`src/hw/rtl/rbe_pkg.sv`:
```
// rbe_pkg: shared types, command and register codes, microcode table
// for the rigid body euler step block. no dependencies.
package rbe_pkg;

  localparam int unsigned ADDR_W = 5;
  localparam int unsigned DATA_W = 32;

  // command codes
  localparam logic [2:0] CMD_GRAVITY = 3'd0;
  localparam logic [2:0] CMD_FORCE   = 3'd1;
  localparam logic [2:0] CMD_TORQUE  = 3'd2;
  localparam logic [2:0] CMD_STEP    = 3'd3;
  localparam logic [2:0] CMD_SLEEP   = 3'd4;
  localparam logic [2:0] CMD_WAKE    = 3'd5;

  // register indexes
  localparam logic [2:0] REG_INV_MASS  = 3'd0;
  localparam logic [2:0] REG_INV_ROT   = 3'd1;
  localparam logic [2:0] REG_IS_STATIC = 3'd2;
  localparam logic [2:0] REG_TIME_STEP = 3'd3;
  localparam logic [2:0] REG_STILL_THR = 3'd4;
  localparam logic [2:0] REG_SLEEP_CNT = 3'd5;

  localparam logic [31:0] RST_INV_MASS  = 32'd65536;
  localparam logic [31:0] RST_INV_ROT   = 32'd65536;
  localparam logic [31:0] RST_TIME_STEP = 32'd1092;
  localparam logic [31:0] RST_STILL_THR = 32'd66;
  localparam logic [7:0]  RST_SLEEP_CNT = 8'd60;

  typedef enum logic [2:0] {
    ST_IDLE,
    ST_START,
    ST_MUL,
    ST_WB,
    ST_DONE
  } state_t;

  // multiplier operand a
  typedef enum logic [3:0] {
    A_FX, A_FY, A_SA, A_TMP, A_VX, A_VY, A_W,
    A_INX, A_INY, A_INTQ, A_AX, A_AY
  } a_sel_t;

  // multiplier operand b
  typedef enum logic [2:0] {
    B_IMASS, B_IROT, B_DT, B_AX, B_AY
  } b_sel_t;

  // writeback target of a product
  typedef enum logic [3:0] {
    D_TMP, D_FX, D_FY, D_SA, D_VX, D_VY, D_PX, D_PY,
    D_W, D_ROT, D_SQ, D_STILL
  } dst_t;

  typedef struct packed {
    a_sel_t a_sel;
    b_sel_t b_sel;
    dst_t   dst;
    logic   last;
  } uop_t;

  typedef struct packed {
    logic        take;
    logic        begin_op;
    logic        mul;
    logic        wb;
    logic        finish;
    logic [2:0]  cmd;
    logic        active;
    uop_t        uop;
  } ctl_t;

  typedef struct packed {
    logic awake;
  } dp_sts_t;

  typedef struct packed {
    logic [31:0] inv_mass;
    logic [31:0] inv_rot;
    logic        is_static;
    logic [31:0] time_step;
    logic [31:0] still_thr;
    logic [7:0]  nap_limit;
  } cfg_t;

  // true when the command runs products through the multiplier
  function automatic logic has_uops(input logic [2:0] cmd, input logic active);
    logic r;
    r = 1'b0;
    unique case (cmd)
      CMD_FORCE, CMD_TORQUE: r = 1'b1;
      CMD_STEP, CMD_SLEEP:   r = active;
      default:               r = 1'b0;
    endcase
    return r;
  endfunction

  // product sequence of each command
  function automatic uop_t uop_lookup(input logic [2:0] cmd, input logic [3:0] idx);
    uop_t u;
    u = '{a_sel: A_FX, b_sel: B_IMASS, dst: D_TMP, last: 1'b1};
    unique case (cmd)
      CMD_FORCE: begin
        if (idx == 4'd0) u = '{a_sel: A_INX, b_sel: B_IMASS, dst: D_FX, last: 1'b0};
        else             u = '{a_sel: A_INY, b_sel: B_IMASS, dst: D_FY, last: 1'b1};
      end
      CMD_TORQUE: u = '{a_sel: A_INTQ, b_sel: B_IMASS, dst: D_SA, last: 1'b1};
      CMD_STEP: begin
        unique case (idx)
          4'd0:    u = '{a_sel: A_FX,  b_sel: B_IMASS, dst: D_TMP, last: 1'b0};
          4'd1:    u = '{a_sel: A_TMP, b_sel: B_DT,    dst: D_VX,  last: 1'b0};
          4'd2:    u = '{a_sel: A_VX,  b_sel: B_DT,    dst: D_PX,  last: 1'b0};
          4'd3:    u = '{a_sel: A_FY,  b_sel: B_IMASS, dst: D_TMP, last: 1'b0};
          4'd4:    u = '{a_sel: A_TMP, b_sel: B_DT,    dst: D_VY,  last: 1'b0};
          4'd5:    u = '{a_sel: A_VY,  b_sel: B_DT,    dst: D_PY,  last: 1'b0};
          4'd6:    u = '{a_sel: A_SA,  b_sel: B_IROT,  dst: D_TMP, last: 1'b0};
          4'd7:    u = '{a_sel: A_TMP, b_sel: B_DT,    dst: D_W,   last: 1'b0};
          default: u = '{a_sel: A_W,   b_sel: B_DT,    dst: D_ROT, last: 1'b1};
        endcase
      end
      CMD_SLEEP: begin
        if (idx == 4'd0) u = '{a_sel: A_AX, b_sel: B_AX, dst: D_SQ,    last: 1'b0};
        else             u = '{a_sel: A_AY, b_sel: B_AY, dst: D_STILL, last: 1'b1};
      end
      default: u = '{a_sel: A_FX, b_sel: B_IMASS, dst: D_TMP, last: 1'b1};
    endcase
    return u;
  endfunction

endpackage

```
`src/hw/rtl/rbe_ctrl.sv`:
```
// rbe_ctrl: sequencer for the rigid body block, walks the product list of a
// command and owns the result valid flag. depends on rbe_pkg.
module rbe_ctrl (
  input  logic            clk,
  input  logic            rst_n,
  input  logic            in_valid,
  output logic            in_ready,
  input  logic [2:0]      in_command,
  output logic            out_valid,
  input  logic            out_ready,
  input  logic            is_static,
  input  rbe_pkg::dp_sts_t sts,
  output rbe_pkg::ctl_t   ctl
);

  rbe_pkg::state_t st_r, st_nxt;
  logic [3:0] idx_r;
  logic [2:0] cmd_r;
  logic       active_r;
  logic       out_valid_r;
  logic       slot_free;

  assign slot_free = !out_valid_r || out_ready;
  assign out_valid = out_valid_r;

  always_comb begin
    st_nxt = st_r;
    unique case (st_r)
      rbe_pkg::ST_IDLE:  if (in_valid) st_nxt = rbe_pkg::ST_START;
      rbe_pkg::ST_START: st_nxt = rbe_pkg::has_uops(cmd_r, active_r) ?
                                  rbe_pkg::ST_MUL : rbe_pkg::ST_DONE;
      rbe_pkg::ST_MUL:   st_nxt = rbe_pkg::ST_WB;
      rbe_pkg::ST_WB:    st_nxt = ctl.uop.last ? rbe_pkg::ST_DONE : rbe_pkg::ST_MUL;
      rbe_pkg::ST_DONE:  if (slot_free) st_nxt = rbe_pkg::ST_IDLE;
      default:           st_nxt = rbe_pkg::ST_IDLE;
    endcase
  end

  always_comb begin
    in_ready     = (st_r == rbe_pkg::ST_IDLE);
    ctl.take     = (st_r == rbe_pkg::ST_IDLE) && in_valid;
    ctl.begin_op = (st_r == rbe_pkg::ST_START);
    ctl.mul      = (st_r == rbe_pkg::ST_MUL);
    ctl.wb       = (st_r == rbe_pkg::ST_WB);
    ctl.finish   = (st_r == rbe_pkg::ST_DONE) && slot_free;
    ctl.cmd      = cmd_r;
    ctl.active   = active_r;
    ctl.uop      = rbe_pkg::uop_lookup(cmd_r, idx_r);
  end

  always_ff @(posedge clk) begin
    if (!rst_n) begin
      st_r        <= rbe_pkg::ST_IDLE;
      idx_r       <= '0;
      out_valid_r <= 1'b0;
    end else begin
      st_r <= st_nxt;
      if (ctl.begin_op) idx_r <= '0;
      else if (ctl.wb) idx_r <= idx_r + 4'd1;
      if (ctl.finish) out_valid_r <= 1'b1;
      else if (out_ready) out_valid_r <= 1'b0;
    end
  end

  // command and gating latched at transfer
  always_ff @(posedge clk) begin
    if (ctl.take) begin
      cmd_r    <= in_command;
      active_r <= sts.awake && !is_static;
    end
  end

  a_take_start: assert property (@(posedge clk) disable iff (!rst_n)
    ctl.take |=> st_r == rbe_pkg::ST_START)
    else $error("accepted item did not start");

  a_last_done: assert property (@(posedge clk) disable iff (!rst_n)
    ctl.wb && ctl.uop.last |=> st_r == rbe_pkg::ST_DONE)
    else $error("sequence ran past its last product");

  a_hold_done: assert property (@(posedge clk) disable iff (!rst_n)
    st_r == rbe_pkg::ST_DONE && !slot_free |=> st_r == rbe_pkg::ST_DONE && out_valid_r)
    else $error("result dropped while output slot busy");

endmodule

```
`config.mk`:
```
export PLATFORM = sky130hd
export DESIGN_NAME = rbe_ctrl
export DESIGN_NICKNAME = d
export VERILOG_FILES = /design/src/hw/rtl/rbe_pkg.sv /design/src/hw/rtl/rbe_ctrl.sv
export SDC_FILE = /design/constraint.sdc
export NUM_CORES = 1
export LEC_CHECK = 0
export BUFFER_PORTS_ARGS = -buffer_cell sky130_fd_sc_hd__buf_2
export CAP_MARGIN = 20
export CORE_ASPECT_RATIO = 0.6
export CORE_MARGIN = 4
export CORE_UTILIZATION = 40
export CTS_BUF_LIST = sky130_fd_sc_hd__clkbuf_4 sky130_fd_sc_hd__clkbuf_8 sky130_fd_sc_hd__clkbuf_16
export DETAILED_ROUTE_END_ITERATION = 8
export PLACE_DENSITY_LB_ADDON = 0.3
export SYNTH_ARGS = -nofsm -noshare
export SYNTH_HDL_FRONTEND = slang
export SYNTH_SLANG_ARGS = --single-unit
```
`constraint.sdc`:
```
create_clock -name clk -period 4.8 [get_ports clk]
set_input_delay 0.24 -clock clk [delete_from_list [all_inputs] [get_ports clk]]
set_output_delay 0.24 -clock clk [all_outputs]
set_load 0.02 [all_outputs]
```
# Word-level counts from Yosys, hierarchy flattened
# Memory sizes are Yosys's and may differ from the RTL's. A register that Yosys moved wholly into a read port is not among the register bits.
# Cells that the tools add are included.
word_totals:
  reg_bits: 12
  rom_bits: 72
  inputBits: 9
  out_inout_bits: 23
  elab_cells: 46
  mem_count: 1
op_classes:
  addsub: 1
  n_eq_ne: 10
  muxes: 15
  bitwise: 1
  reduce_logical: 13
mem_list:
  columns: ["memory", "words", "word_bits", "read_ports", "rd_clocked_by_memory_dff", "write_ports", "line", "text"]
  rows:
  - ["(name not given)", 8, 9, 1, 1, 0, "rbe_pkg.sv:109", "unique case (idx)"]
ops:
  columns: ["operator", "n"]
  rows:
  - ["$pmux 12 s4", 1]
  - ["$mux 12", 2]
  - ["$mux 3", 6]
  - ["$pmux 3 s5", 1]
  - ["$eq 3x2->1 const B", 4]
  - ["$mux 9", 1]
  - ["$eq 3x1->1 const B", 2]
  - ["$eq 3x3->1 const B", 2]
  - ["$reduce_or 2->1", 3]
  - ["$add 4x1->4 const B", 1]
  - ["$logic_not 4->1", 1]
  - ["$ne 2x2->1 const B", 2]
  - ["$logic_and 1x1->1", 3]
  - ["$logic_not 3->1", 1]
  - ["$mux 1", 3]
  - ["$logic_not 1->1", 2]
  - ["$pmux 1 s2", 1]
  - ["$reduce_and 2->1", 1]
  - ["$reduce_bool 2->1", 1]
  - ["$logic_or 1x1->1", 1]
  - ["$not 1->1", 1]

# Logic depth before layout (Yosys ltp)
# Gate-level depths: netlist (run 1).
depth:
  ltp_word: 6
  depth_mapped: 9
  mapped_depth_nobuf: 8

# Worst setup path before layout (run 1)
# No wires, ideal clock.
synth_timing:
  kind: "flip-flop to output port"
  start: "reg idx_r[0]"
  end: "out ctl[1] (netlist bit)"
  arrival_ps: 1607
  t_required_ps: 4560
  slack_ps: 2953
  stages_incl_launch_ff: 7
  n_path_buf: 0
  path_cell_list: "dfxtp_1 inv_1 ha_1 or3b_1 nor2_1 a21oi_1 o221ai_1"
synth_lines:
  columns: ["element", "line", "text"]
  rows:
  - ["from (decl)", "rbe_ctrl.sv:17", "logic [3:0] idx_r;"]
  - ["from (signal assigned)", "rbe_ctrl.sv:59", "else if (ctl.wb) idx_r <= idx_r + 4'd1;"]
  - ["to (decl)", "rbe_ctrl.sv:13", "output rbe_pkg::ctl_t ctl"]

==> flow_summary.yaml, run 1 <==
setup_path:
  required_ns: 4.56
  endpoint_kind: "output pin"
  critPathMaxStageDelay_ns: 0.41
  critPathLaunchType: "flip-flop"
  critPathSlowestCell: "or3b_1"
  cp_max_fo: 6
  crit_type: "reg -> out"
  cp.arrival_ns: 2.04
  path_cells: "inv_1 -> ha_1 -> or3b_1 -> nor2_1 -> a21oi_1 -> o221ai_1 -> buf_2"
job:
  maxCapViolCount: 0
cts:
  cts_buffers: 3
  clock_sinks: 20
  post_cts_buffers: 0
  h-tree-depth: 1
  cts_tree: "done"
  clk_root_buffer_cell: "clkbuf_8"
  insertion_delay_ns: 0.26
  clockBufferDepth: 2
  cts_resized: 0
  clk_transition_reported_paths_ns: 0.07
  postCtsHoldBufs: 0
synth:
  syn_inst: 149
  yosys-top-cells-area: "dfxtp_1 25%, edfxtp_1 9.4%, ha_1 5.9%, nor2_1 4.4%, a21oi_1 4.3%"
  synthesis.nets: 164
  ys_seq_elements: 20
  ys_warn_count: 0
  synth_top_area_frac: 0.251
  yosysMostFrequentCell: "dfxtp_1"
  synth-async-reset-ratio: 0
  avgSynthCellArea_um2: 8.57
  synth.distinct_cells: 46
  synth_top_flop_cell: "dfxtp_1"
  synth_edf_count: 4
  synth_top_area_cell: "dfxtp_1"
  synthTopCellsByCount: "16 x dfxtp_1, 15 x nor2_1, 11 x a21oi_1"
  seq_area_frac_synth: 0.345
  syn_area_um2: 1280
timing:
  relSlewSlack: 0.662
  hold_viol: 0
  fin_skew_ns: 0.00271
  drv_slew: 0
  hold_ws_ns: 0.157
  finalCritPeriodShare: 0.474
  rsz0062_at_grt: "no"
  setup_violations: 0
  worst_pin_slew_ns: 0.507
  fmax_mhz: 439
  period_needed_ns: 2.28
  tns_ns: 0
pwr:
  comb_power_share: 0.183
  clock_power_share: 0.304
  p_switching_uw: 105
  p_int_uw: 259
  leakagePower_nw: 0.619
  ir_drop_mv: 0.126
  p_sw_frac: 0.289
  seq_power_share: 0.513
  p_total_uw: 364
  p_per_area_nw_per_um2: 248
layout:
  fin_area_um2: 1460
  nNetsFinal: 189
  diodes: 0
  area_growth_syn_to_layout_pct: 14.7
  drive_above_1_share: 0.237
  fin_util: 0.494
die:
  die_area_um2: 4190
  io_pins: 32
  fp.coreArea_um2: 2970
  rows: 15
  start_util: 0.430
  die_y_um: 51.8
  die_x_um: 80.9
global_route:
  grt_max_degree: 17
  grt.total_usage: 0.147
  grt_pass1_wl_mm: 4.73
  grt_pass1_vias: 973
  grt_antenna_before_repair: 0
  overflow: 0
placed_design:
  io_buffers: 31
  gp_congestion: 0.905
  dpl-instance-area_um2: 1420
  hpwl_mm: 2.32
min_path:
  hp-class: "in -> reg"
drt:
  wl_per_cell_um: 13.6
  drtIter0Drc: 53
  drt-pass1-iter-count: 4
  drc_errors: 0
  vias_per_cell: 5.07
  ant_nets: 0
  drt-total-wl_mm: 2.93
  num_vias: 1091
run_status:
  status: "finished clean"
stage by stage:
stage	setup WS, ns	std cells
finish	2.52	215
global route	2.36	215
CTS	2.51	215
detailed placement	2.81	211
global placement	2.87	211
floorplan	2.95	149
worst max-delay path, delay by kind of cell (launching register included):
kind / cells / cell delay (ns)
simple gates: 2 / 0.60
compound gates: 2 / 0.28
flops: 1 / 0.37
buf+inv: 2 / 0.34
fa+ha+maj: 1 / 0.18
routing by layer:
| layer | up-vias | routed length, um | GRT usage |
|---|---|---|---|
| li1 | 566 | - | - |
| met1 | 486 | 1460 | 0.199 |
| met2 | 37 | 1220 | 0.226 |
| met3 | 2 | 240 | 0.0502 |
| met4 | 0 | 14 | 0.0337 |
| met5 | - | 0 | 0 |
power groups by stage:
stage                     sequential [mW]  clock [mW]  combinational, mW
after floorplan                     0.187           0             0.0512
after global placement              0.190           0             0.0653
after detailed placement            0.190           0             0.0668
after CTS                           0.187       0.114             0.0672
after global routing                0.188       0.122             0.0724
final                               0.187       0.111             0.0665
cells in the final DEF (no fill, tap or decap), types with 2 or more instances in the layout:
cell type   n
or3b_1      2
and2_1      3
nand2b_1    4
o21a_1      4
edfxtp_1    4
o21ai_0     5
o22ai_1     3
a21oi_1    11
mux2i_1     5
nor3_1      4
nand3_1     2
a21boi_0    3
buf_2      31
clkbuf_8    3
nand2_1    10
nor2b_1     7
inv_1       8
nor2_1     15
nor3b_1     3
ha_1        6
dfxtp_1    16
cells by family (layout without fill, tap and decap cells):
kind of cell	count (synthesis)	after routing	synth area share
simple gates	58	58	0.256
flops	20	20	0.345
mux	6	6	0.0510
fa+ha+maj	6	6	0.0588
compound gates	39	39	0.208
buf+inv	19	43	0.0745
xor+xnor	1	1	0.00686
cell type report:
cell class | instances | area (um2)
Clock buffer | 3 | 41.3
Inverter | 8 | 30.0
Multi-Input combinational cell | 110 | 741
Clock inverter | 1 | 3.75
Fill cell | 310 | 1500
Sequential cell | 20 | 440
Tap cell | 42 | 52.6
Timing Repair Buffer | 31 | 155
path summary, 6_finish.rpt:
| check | start | end | slack [ns] | cells after the start |
|---|---|---|---|---|
| setup / recovery | idx_r[0] | ctl[1] | 2.52 | 7 |
| hold / removal | in_command[2] | cmd_r[2] | 0.16 | 1 |
| setup reg to reg | st_r[1] | flip-flop | 2.80 | 6 |
| hold reg to reg | idx_r[0] | idx_r[0] | 0.60 | 2 |
(Power assumes the default switching activity.)
==> run 2, diff against run 1 <==
--- a/config.mk
+++ b/config.mk
@@ -5,6 +5,7 @@
 export SDC_FILE = /design/constraint.sdc
 export NUM_CORES = 1
 export LEC_CHECK = 0
+export ABC_AREA = 1
 export BUFFER_PORTS_ARGS = -buffer_cell sky130_fd_sc_hd__buf_2
 export CAP_MARGIN = 20
 export CORE_ASPECT_RATIO = 0.6
==> constraint.sdc (replaced) <==
create_clock -name clk -period 1.9 [get_ports clk]
set_input_delay 0.095 -clock clk [delete_from_list [all_inputs] [get_ports clk]]
set_output_delay 0.095 -clock clk [all_outputs]
set_load 0.02 [all_outputs]
==> run 2 against run 1 <==
Compared with the run above: first-iteration DRC count fell by 30%; register-to-register slack worse by 2.7 ns; via count is 10% lower; clock-buffer cell count unchanged; combinational power rose to 5.5 times the previous value; routed wire length decreased by 12%; non-clock buffer count increased by 2; total power rose to 3.6 times the previous value; hold slack got worse by 0.15 ns.
==> flow_summary.yaml, run 2 <==
cts:
  clk_root_buffer_cell: "clkbuf_8"
  clock_sinks: 20
  h-tree-depth: 1
  clk_transition_reported_paths_ns: 0.08
  postCtsHoldBufs: 0
  cts_buffers: 3
  cts_tree: "done"
  insertion_delay_ns: 0.26
  clockBufferDepth: 2
synth:
  synthesis.nets: 160
  synth-async-reset-ratio: 0
  ys_warn_count: 0
  synthTopCellsByCount: "29 x nand2_1, 23 x inv_1, 19 x nor2_1"
  syn_inst: 145
  avgSynthCellArea_um2: 7.45
  synth.distinct_cells: 26
  synth_top_flop_cell: "dfxtp_1"
  synth_edf_count: 4
  ys_seq_elements: 20
  synth_top_area_frac: 0.297
  synth_top_area_cell: "dfxtp_1"
  yosysMostFrequentCell: "nand2_1"
  yosys-top-cells-area: "dfxtp_1 30%, edfxtp_1 11%, nand2_1 10%, inv_1 8.0%, ha_1 7.0%"
  seq_area_frac_synth: 0.408
  syn_area_um2: 1080
drt:
  ant_nets: 0
  num_vias: 980
  drc_errors: 0
  wl_per_cell_um: 12.1
  vias_per_cell: 4.60
  drt-pass1-iter-count: 4
  drtIter0Drc: 37
  drt-total-wl_mm: 2.57
job:
  maxCapViolCount: 0
min_path:
  holdPathEnd: "cmd_r[2]"
  hp-class: "in -> reg"
  holdCritStartpoint: "in_command[2]"
  holdPathStages: 1
placed_design:
  place_inst: 209
  io_buffers: 31
  gp_congestion: 0.859
  pre_cts_ws_ns: 0.0817
  hpwl_mm: 2.01
die:
  io_pins: 32
  rows: 14
  die_y_um: 48.2
  start_util: 0.425
  fp.coreArea_um2: 2540
  die_x_um: 75.1
  die_area_um2: 3620
setup_path:
  critPathSlowestCell: "dfxtp_1"
  cp.arrival_ns: 1.68
  cp_max_fo: 3
  r2r_slack_ns: 0.15
  crit_top_cell: "buf_4"
  endpoint_kind: "output pin"
  timing.rr.start: "st_r[0]"
  crit_type: "reg -> out"
  cpLargestDelayFamily: "simple AND/OR/NAND/NOR gates"
  required_ns: 1.80
  critPathBufInv: 3
  ff2ff_path_depth: 9
  critPathLaunchType: "flip-flop"
  path_cells: "inv_1 -> ha_1 -> nand2_2 -> nor2_4 -> nor2_2 -> nor2_1 -> buf_4 -> nand3_1 -> buf_4"
  critPathMaxStageDelay_ns: 0.32
timing:
  timing.final.ws_setup_ns: 0.121
  fmax_mhz: 562
  fin_skew_ns: 0.00283
  relSlewSlack: 0.768
  worst_pin_slew_ns: 0.345
  period_needed_ns: 1.78
  hold_ws_ns: 0.00521
  drv_slew: 0
  finalCritPeriodShare: 0.936
  setup_violations: 0
  rsz0062_at_grt: "yes"
  tns_ns: 0
  hold_viol: 0
pwr:
  p_total_mw: 1.30
  ir_drop_mv: 0.547
  p_per_area_nw_per_um2: 945
  leakagePower_nw: 0.734
global_route:
  grt_antenna_before_repair: 0
  grt.total_usage: 0.142
  grt_pass1_wl_mm: 3.82
  overflow: 0
  grt_pass1_vias: 857
  grt_max_degree: 13
run_status:
  status: "finished clean"
layout:
  diodes: 0
  nNetsFinal: 197
  area_growth_syn_to_layout_pct: 27.1
  final_cells: 213
  fill_cells: 234
  drive_above_1_share: 0.326
  mostFrequentLayoutCells: "30 x buf_2, 26 x nand2_1, 22 x inv_1"
  mostFrequentLayoutCell: "buf_2"
-- run 2: cell families (layout without fill, tap and decap cells) --
kind of cell | Yosys count | count (layout) | share of synthesized area
AND/OR/NAND/NOR | 74 | 74 | 0.323
adder cells (fa/ha/maj) | 6 | 6 | 0.0695
buffers and inverters | 27 | 63 | 0.0973
AO/OA/AOI/OAI | 16 | 16 | 0.0857
flip-flops | 20 | 20 | 0.408
XOR/XNOR | 2 | 2 | 0.0162
-- run 2: how the worst max path moves through the flow --
| stage | from | endpoint | slack, ns | depth (start not counted) |
|---|---|---|---|---|
| floorplan | st_r[0] | active_r | 0.04 | 2 |
| global placement | st_r[1] | flip-flop | 0.20 | 9 |
| detailed placement | st_r[1] | flip-flop | 0.08 | 9 |
| CTS | idx_r[1] | ctl[1] | 0.03 | 9 |
| global route | st_r[0] | flip-flop | -0.002 | 9 |
| finish | idx_r[1] | ctl[1] | 0.12 | 9 |
-- run 2: metal layers --
layer  GRT usage  routed length (um)  vias to the layer above
met5           0                   0                        -
li1            -                   -                      527
met3      0.0453                 153                        3
met2       0.202                1080                       22
met4      0.0355                   8                        0
met1       0.208                1320                      428
-- run 2: where the power goes --
part           leakage [nW]  total, mW  internal (mW)  switching, mW
clock                0.0357      0.428          0.281          0.146
combinational         0.530      0.368          0.123          0.245
sequential            0.169      0.501          0.476         0.0252
total                 0.734       1.30          0.880          0.416
-- run 2: final cells by class --
type / count / area, um2 / share of cell area
well taps: 32 / 40.0 / 0.0292
repair buffers: 33 / 173 / 0.126
flip-flops and latches: 20 / 442 / 0.322
clock inverters: 1 / 30.0 / 0.0219
inverters: 26 / 97.6 / 0.0711
clock buffers: 3 / 41.3 / 0.0301
multi-input cells: 98 / 549 / 0.400
-- run 2: worst register-to-register path: cells and delay by family (launching register included) --
kind	cells	cell delay (ns)
compound gates	2	0.17
fa+ha+maj	1	0.23
buf+inv	1	0.09
flops	1	0.39
simple gates	5	0.80
-- run 2: what timing repair did --
action                                  CTS  global route
gates resized for setup                   0             8
endpoints found under the hold margin     0             0
buffers inserted                          0             0
endpoints found under the setup margin    0             7
-- run 2: metrics by stage --
stage,instance area (um2),util
finish,1370,0.540
floorplan,1080,-
global route,1370,0.540
global placement,1280,0.505
CTS,1350,0.533
detailed placement,1280,0.505
